<file path="src/rtl/tsfe_pkg.sv">
`timescale 1ns / 1ps

package tsfe_pkg;

	localparam int TABLE_DEPTH_DEF = 64;

	localparam int ID_W      = 32;
	localparam int DAY_W     = 32;
	localparam int OUTCOME_W = 2;
	localparam int OP_W      = 3;

	localparam logic ACT_TOGGLE = 1'b0;
	localparam logic ACT_QUERY  = 1'b1;

	localparam logic [OUTCOME_W-1:0] OUT_REMOVED = 2'd0;
	localparam logic [OUTCOME_W-1:0] OUT_ADDED   = 2'd1;
	localparam logic [OUTCOME_W-1:0] OUT_PRESENT = 2'd2;
	localparam logic [OUTCOME_W-1:0] OUT_ABSENT  = 2'd3;

	localparam logic [OP_W-1:0] OP_IDLE   = 3'd0;
	localparam logic [OP_W-1:0] OP_MATCH  = 3'd1;
	localparam logic [OP_W-1:0] OP_MARK   = 3'd2;
	localparam logic [OP_W-1:0] OP_APPEND = 3'd3;
	localparam logic [OP_W-1:0] OP_SHIFT  = 3'd4;
	localparam logic [OP_W-1:0] OP_SWAP   = 3'd5;

	typedef struct packed {
		logic [ID_W-1:0]  id;
		logic [DAY_W-1:0] day;
		logic             del;
	} entry_t;

	typedef struct packed {
		logic [OP_W-1:0]  op;
		logic             phase;
		logic [ID_W-1:0]  id;
		logic [DAY_W-1:0] day;
	} cell_cmd_t;

endpackage

</file>
<file path="src/rtl/tsfe_cell.sv">
`timescale 1ns / 1ps

module tsfe_cell #(
	parameter int INDEX = 0,
	parameter int DEPTH = tsfe_pkg::TABLE_DEPTH_DEF
) (
	input  logic                clk,
	input  tsfe_pkg::cell_cmd_t cmd,
	input  logic                sel,
	input  tsfe_pkg::entry_t    up,
	input  tsfe_pkg::entry_t    down,
	output tsfe_pkg::entry_t    entry,
	output logic                match
);

	localparam logic ODD       = (INDEX % 2) != 0;
	localparam logic IS_TOP    = (INDEX == DEPTH - 1);
	localparam logic IS_BOTTOM = (INDEX == 0);

	tsfe_pkg::entry_t entry_q;
	logic             match_q;
	logic             lower;
	logic             upper;

	// In a swap phase a cell is a pair's lower or upper half, or an unpaired end.
	assign lower = (ODD == cmd.phase) && !IS_TOP;
	assign upper = (ODD != cmd.phase) && !IS_BOTTOM;

	always_ff @(posedge clk) begin
		case (cmd.op)
			tsfe_pkg::OP_MATCH: begin
				match_q <= (entry_q.id == cmd.id) && !entry_q.del;
			end
			tsfe_pkg::OP_MARK: begin
				if (sel) begin
					entry_q.del <= 1'b1;
				end
			end
			tsfe_pkg::OP_APPEND: begin
				if (sel) begin
					entry_q.id  <= cmd.id;
					entry_q.day <= cmd.day;
					entry_q.del <= 1'b0;
				end
			end
			tsfe_pkg::OP_SHIFT: begin
				if (!IS_TOP) begin
					entry_q <= up;
				end
			end
			tsfe_pkg::OP_SWAP: begin
				// A live record moves below a deleted one, so live order is kept.
				if (lower && entry_q.del && !up.del) begin
					entry_q <= up;
				end else if (upper && down.del && !entry_q.del) begin
					entry_q <= down;
				end
			end
			default: begin
			end
		endcase
	end

	assign entry = entry_q;
	assign match = match_q;

endmodule

</file>
<file path="config.mk">
export PLATFORM = sky130hd
export DESIGN_NAME = tsfe_cell
export DESIGN_NICKNAME = d
export VERILOG_FILES = /design/src/rtl/tsfe_pkg.sv /design/src/rtl/tsfe_cell.sv
export SDC_FILE = /design/constraint.sdc
export NUM_CORES = 1
export LEC_CHECK = 0
export BUFFER_PORTS_ARGS = -buffer_cell sky130_fd_sc_hd__buf_2
export CORE_AREA = 2 2 103 105
export CTS_BUF_LIST = sky130_fd_sc_hd__clkbuf_4 sky130_fd_sc_hd__clkbuf_8
export CTS_CLUSTER_SIZE = 16
export DETAILED_ROUTE_END_ITERATION = 10
export DIE_AREA = 0 0 105 107
export GPL_ROUTABILITY_DRIVEN = 0
export PLACE_DENSITY = 0.77
export SYNTH_ARGS = -nofsm -noshare
export SYNTH_HDL_FRONTEND = slang
export SYNTH_SLANG_ARGS = --single-unit
</file>
<file path="constraint.sdc">
create_clock -name clk -period 5.09 [get_ports clk]
set_input_delay 0.7635 -clock clk [delete_from_list [all_inputs] [get_ports clk]]
set_output_delay 0.7635 -clock clk [all_outputs]
set_load 0.02 [all_outputs]
</file>
==> flow_summary.ini, run 1 <==
[worst_hold_path]
min-delay-start = entry[38]$_DFFE_PP_
hp-class = reg -> reg

[setup_path]
slowest_stage = nand2b_4
path_cells = buf_2 -> nand2b_4 -> nor3b_2 -> a21oi_4 -> buf_4
cp-startpoint = cmd[66]
max_stage_delay_ns = 0.81
cp_top_family = simple AND/OR/NAND/NOR gates
crit_path_max_fanout = 68
required_ns = 5.11
path_buf_inv = 2
critical_path_class = in -> reg
arrival_ns = 2.99
setup.worst_path.end_class = flop
r2r-start = entry[0]$_DFFE_PP_
start_kind = input port

[yosys]
yosysWarnings = 0
syn-cell-area_sq_mm = 0.00329
yosysSeqAreaShare = 0.602
syn_area_per_cell_sq_um = 16.7
yosysTopAreaCell = edfxtp_1
ys_seq_elements = 66
synth_top_cell_area_share = 0.602
synth_fp_nets = 397
synth_cell_types = 22
netlist_instances = 197
synth.area.top_cells = edfxtp_1 (60%), mux2_2 (16%), xor2_1 (7.4%), mux2_4 (7.3%), nor2b_1 (1.1%)

[clock_tree]
htreeDepth = 3
clkSlewWorstSetupHoldPaths_ns = 0.07
cts-resized-gates = 0
cts_tree = yes
post_cts_buffers = 0
hold_buffers = 0
root_buffer = clkbuf_8
cts.sinks = 66
numCtsBuffers = 9
clockBufferDepth = 2
clock_latency_ns = 0.34

[placement]
place_hpwl_microns = 6350
io_buffers = 200
dpl_cell_area_sq_mm = 0.00441

[grt]
grt_pass1_vias = 2597
gr-total-overflow = 0
grt_antenna_before_repair = 1
grt_max_degree = 69
track_usage = 0.148
grt_pass1_wl_microns = 12500

[floorplan]
initial_utilization = 0.326
coreArea_sq_mm = 0.0101
ios = 266
die_w_microns = 105
die_area_sq_mm = 0.0112
fp.dieH_microns = 107
num_rows = 37

[finish]
final_common_cell = buf_2
nets = 602
fin_area_sq_mm = 0.00460
diodes = 0
seq_area_sq_mm = 0.00198
multiInputGateArea_sq_mm = 0.00123
n_fill_cell = 961
layout_common_cells = buf_2 (200), edfxtp_1 (66), mux2_2 (48)
drive_gt1_frac = 0.695
syn2layout_area_growth_pct = 39.6

[sta]
fmax_mhz = 337
slew_headroom = 0.320
slew_viol_final = 0
rsz0062_at_grt = false
fin_crit_ns = 2.97
worst_pin_slew_ns = 1.02
hold_viol = 0
skew_ns = 0.00668
fin_crit_sh = 0.583
hold_slack_ns = 0.706
tns_ns = 0
setup_viol = 0

[pwr]
p_leak_uw = 0.00203
max-vdd-ir-drop_mv = 0.137
pwr_density_cell_mw_per_mm2 = 288

[detailed_routing]
ant_nets = 0
routed_via_density = 4.47
routed_wirelength_microns = 8270
drt_iter0_markers = 87
wire_per_inst_microns = 15.2
dr.pass1.iters = 3
vias = 2427
drt_drc_violations_left = 0

[status]
status = finished, final reports clean

[flow_run]
cap_violations = 0
## power by group
part | total (uW) | switching [uW] | internal [uW]
clock | 432 | 193 | 239
combinational | 234 | 119 | 115
sequential | 655 | 13.2 | 642
## Yosys cell counts
| cell type | instances |
|---|---|
| buf_4 | 4 |
| xor2_1 | 28 |
| nand2b_1 | 2 |
| a21oi_1 | 3 |
| nand3_1 | 1 |
| mux2_4 | 16 |
| inv_1 | 1 |
| nor2_1 | 1 |
| nor3_1 | 3 |
| edfxtp_1 | 66 |
| nand3b_1 | 1 |
| buf_6 | 3 |
| nor3b_2 | 1 |
| nor4_1 | 6 |
| mux2_2 | 48 |
| buf_12 | 1 |
| nor3b_1 | 1 |
| nand2b_4 | 1 |
| nor2b_1 | 6 |
| a2111oi_0 | 1 |
| o2111ai_1 | 1 |
| nand4_1 | 2 |
## worst min-delay path, stage by stage, from the launching register on
cell and delay (ns):
edfxtp_1 0.36, nand2b_1 0.06, o2111ai_1 0.07, nor3_1 0.05
## cells by family (layout without fill, tap and decap cells)
logic type / Yosys count / after routing / share of synthesized area
muxes: 64 / 64 / 0.237
xor gates and xnor gates: 28 / 28 / 0.0745
and+or+nand+nor: 25 / 25 / 0.0501
DFF: 66 / 66 / 0.602
AOI/OAI and AO/OA: 5 / 5 / 0.00988
buffers and inverters: 9 / 219 / 0.0266
## sequential cells by signal, summed over array words and instances, names as in the netlist
name   cells
entry     65
match      1
## layout make-up
type	count	area share
multi-input cells	122	0.269
flip-flops and latches	66	0.431
inverters	1	0.000817
clock inverters	4	0.00926
clock buffers	12	0.0319
repair buffers	202	0.221
well taps	136	0.0370
## per-stage QoR
step / total power, uW / util / setup WS (ns) / cells
detailed placement: 905 / 0.437 / 1.64 / 527
global route: 1380 / 0.455 / 1.92 / 543
CTS: 1340 / 0.455 / 2.04 / 543
floorplan: 805 / - / 0.141 / 197
finish: 1320 / 0.455 / 2.12 / 543
global placement: 897 / 0.437 / 1.76 / 527
## path summary, 6_finish.rpt
| check | endpoint | slack, ns | depth (start not counted) |
|---|---|---|---|
| max | entry[10]$_DFFE_PP_ | 2.12 | 5 |
| min | match$_DFFE_PN_ | 0.71 | 3 |
| max reg2reg | entry[10]$_DFFE_PP_ | 2.92 | 4 |
| min reg2reg | match$_DFFE_PN_ | 0.71 | 3 |
## per-layer routing
layer | share of wire | wire, microns | GRT usage
met1 | 0.38 | 3140 | 0.152
met5 | 0.0016 | 13 | 0
met4 | 0.012 | 102 | 0.0619
met3 | 0.087 | 721 | 0.0596
met2 | 0.52 | 4290 | 0.265
(Power assumes the default switching activity.)
==> run 2: changes to the inputs <==
Settings changed: PLACE_DENSITY 0.77 to 0.74.
Clock period 5.09 ns to 2.8 ns, I/O delays scaled along.
==> flow_summary.ini, run 2 (synthesized netlist as in run 1, its figures left out) <==
[grt]
track_usage = 0.141
gr-total-overflow = 0
grt_pass1_vias = 2590
grt_pass1_wl_microns = 12000
grt_max_degree = 37
grt_antenna_before_repair = 0

[worst_hold_path]
hold_end = entry[20]$_DFFE_PP_
min-delay-start = up[20]
hold-path-cell-count = 2
hp-class = in -> reg

[pwr]
p_int_uw = 1770
max-vdd-ir-drop_mv = 0.293
p_leak_uw = 0.00203
switchingPower_uw = 580
sequentialPowerShare = 0.508
clockPowerShare = 0.312
pwr_density_cell_mw_per_mm2 = 511
combPwrFrac = 0.181
switching_share = 0.247

[clock_tree]
root_buffer = clkbuf_8
numCtsBuffers = 9
cts.sinks = 66
hold_buffers = 0
clockBufferDepth = 2
post_cts_buffers = 0
htreeDepth = 3
clock_latency_ns = 0.33
clkSlewWorstSetupHoldPaths_ns = 0.07
cts-resized-gates = 0
cts_tree = yes

[sta]
fin_crit_sh = 0.591
slew_viol_final = 0
slew_headroom = 0.600
setup_viol = 0
skew_ns = 0.00730
hold_slack_ns = 0.385
hold_viol = 0
fmax_mhz = 605
tns_ns = 0
rsz0062_at_grt = false
fin_crit_ns = 1.65
worst_pin_slew_ns = 0.585

[finish]
largest_reg_flops = 65
fin_area_sq_mm = 0.00459
diodes = 0
drive_gt1_frac = 0.695
syn2layout_area_growth_pct = 39.5
nets = 604
final_common_cell = buf_2
layout_common_cells = buf_2 (200), edfxtp_1 (66), mux2_2 (48)

[floorplan]
die_area_sq_mm = 0.0112
coreArea_sq_mm = 0.0101
num_rows = 37
ios = 266
fp.dieH_microns = 107
die_w_microns = 105
initial_utilization = 0.326

[setup_path]
setup.worst_path.end_class = flop
slowest_stage = buf_4
cp.depth = 4
r2r-start = entry[0]$_DFFE_PP_
regToRegSetupSlack_ns = 1.15
path_cells = nor3b_1 -> nor3b_2 -> a21oi_4 -> buf_4
path_buf_inv = 1
arrival_ns = 1.63
required_ns = 2.78
max_stage_delay_ns = 0.42
start_kind = flop
r2r-end = entry[16]$_DFFE_PP_
critical_path_class = reg -> reg
crit_path_max_fanout = 36
cp_top_family = buffers and inverters
reg2reg_depth = 4

[detailed_routing]
ant_nets = 0
drt_iter0_markers = 94
vias = 2407
routed_wirelength_microns = 7940
dr.pass1.iters = 4
routed_via_density = 4.43
drt_drc_violations_left = 0
wire_per_inst_microns = 14.6

[placement]
dpl_cell_area_sq_mm = 0.00442
place_hpwl_microns = 6250
io_buffers = 200

[status]
status = finished, final reports clean

[flow_run]
cap_violations = 0
==> run 2: cell count changes in the layout (fill, tap and decap cells not counted), sizes merged <==
cell,before,now
clkbuf,12,9
buf,202,204
clkinv,3,4
==> run 2: power by group through the flow <==
stage | Clock [uW] | Sequential [uW] | Combinational, uW
finish | 732 | 1190 | 424
global route | 809 | 1200 | 460
CTS | 769 | 1190 | 433
detailed placement | 0 | 1210 | 431
global placement | 0 | 1210 | 421
floorplan | 0 | 1290 | 173
==> run 2: worst register-to-register path, cell delays in order (launching register included) <==
cell and delay (ns):
edfxtp_1 0.38, nor3b_1 0.26, nor3b_2 0.11, a21oi_4 0.12, buf_4 0.42
==> run 2: area by class of cell <==
type	count	area, sq um
clock buffer	9	124
clock inverter	5	47.5
fill	962	5500
inverter	1	3.75
multi-input combinational	122	1230
sequential	66	1980
tap	136	170
timing repair buffer	204	1030
==> run 2: routing by layer <==
metal  global-route usage  vias up  routed length [microns]
li1                     -     1164                        -
met1                0.151     1099                     3080
met2                0.244      132                     3950
met3               0.0468       12                      737
met4               0.0800        0                      170
met5                    0        -                        0
==> run 2: through the flow <==
step           instances  utilization  setup slack (ns)  total power, uW
2_1_floorplan        197            -             0.321             1460
3_3_place_gp         529        0.438             0.967             1630
4_1_cts              543        0.455              1.09             2390
3_5_place_dp         529        0.438             0.902             1640
5_1_grt              543        0.455              1.00             2470
6_report             543        0.455              1.15             2350
==> run 2: worst max path at each step <==
stage	startpoint	to
final	entry[0]$_DFFE_PP_	entry[16]$_DFFE_PP_
after global routing	entry[0]$_DFFE_PP_	entry[40]$_DFFE_PP_
after CTS	entry[0]$_DFFE_PP_	entry[16]$_DFFE_PP_
after detailed placement	cmd[67]	entry[20]$_DFFE_PP_
after global placement	cmd[67]	entry[11]$_DFFE_PP_
after floorplan	cmd[66]	entry[10]$_DFFE_PP_
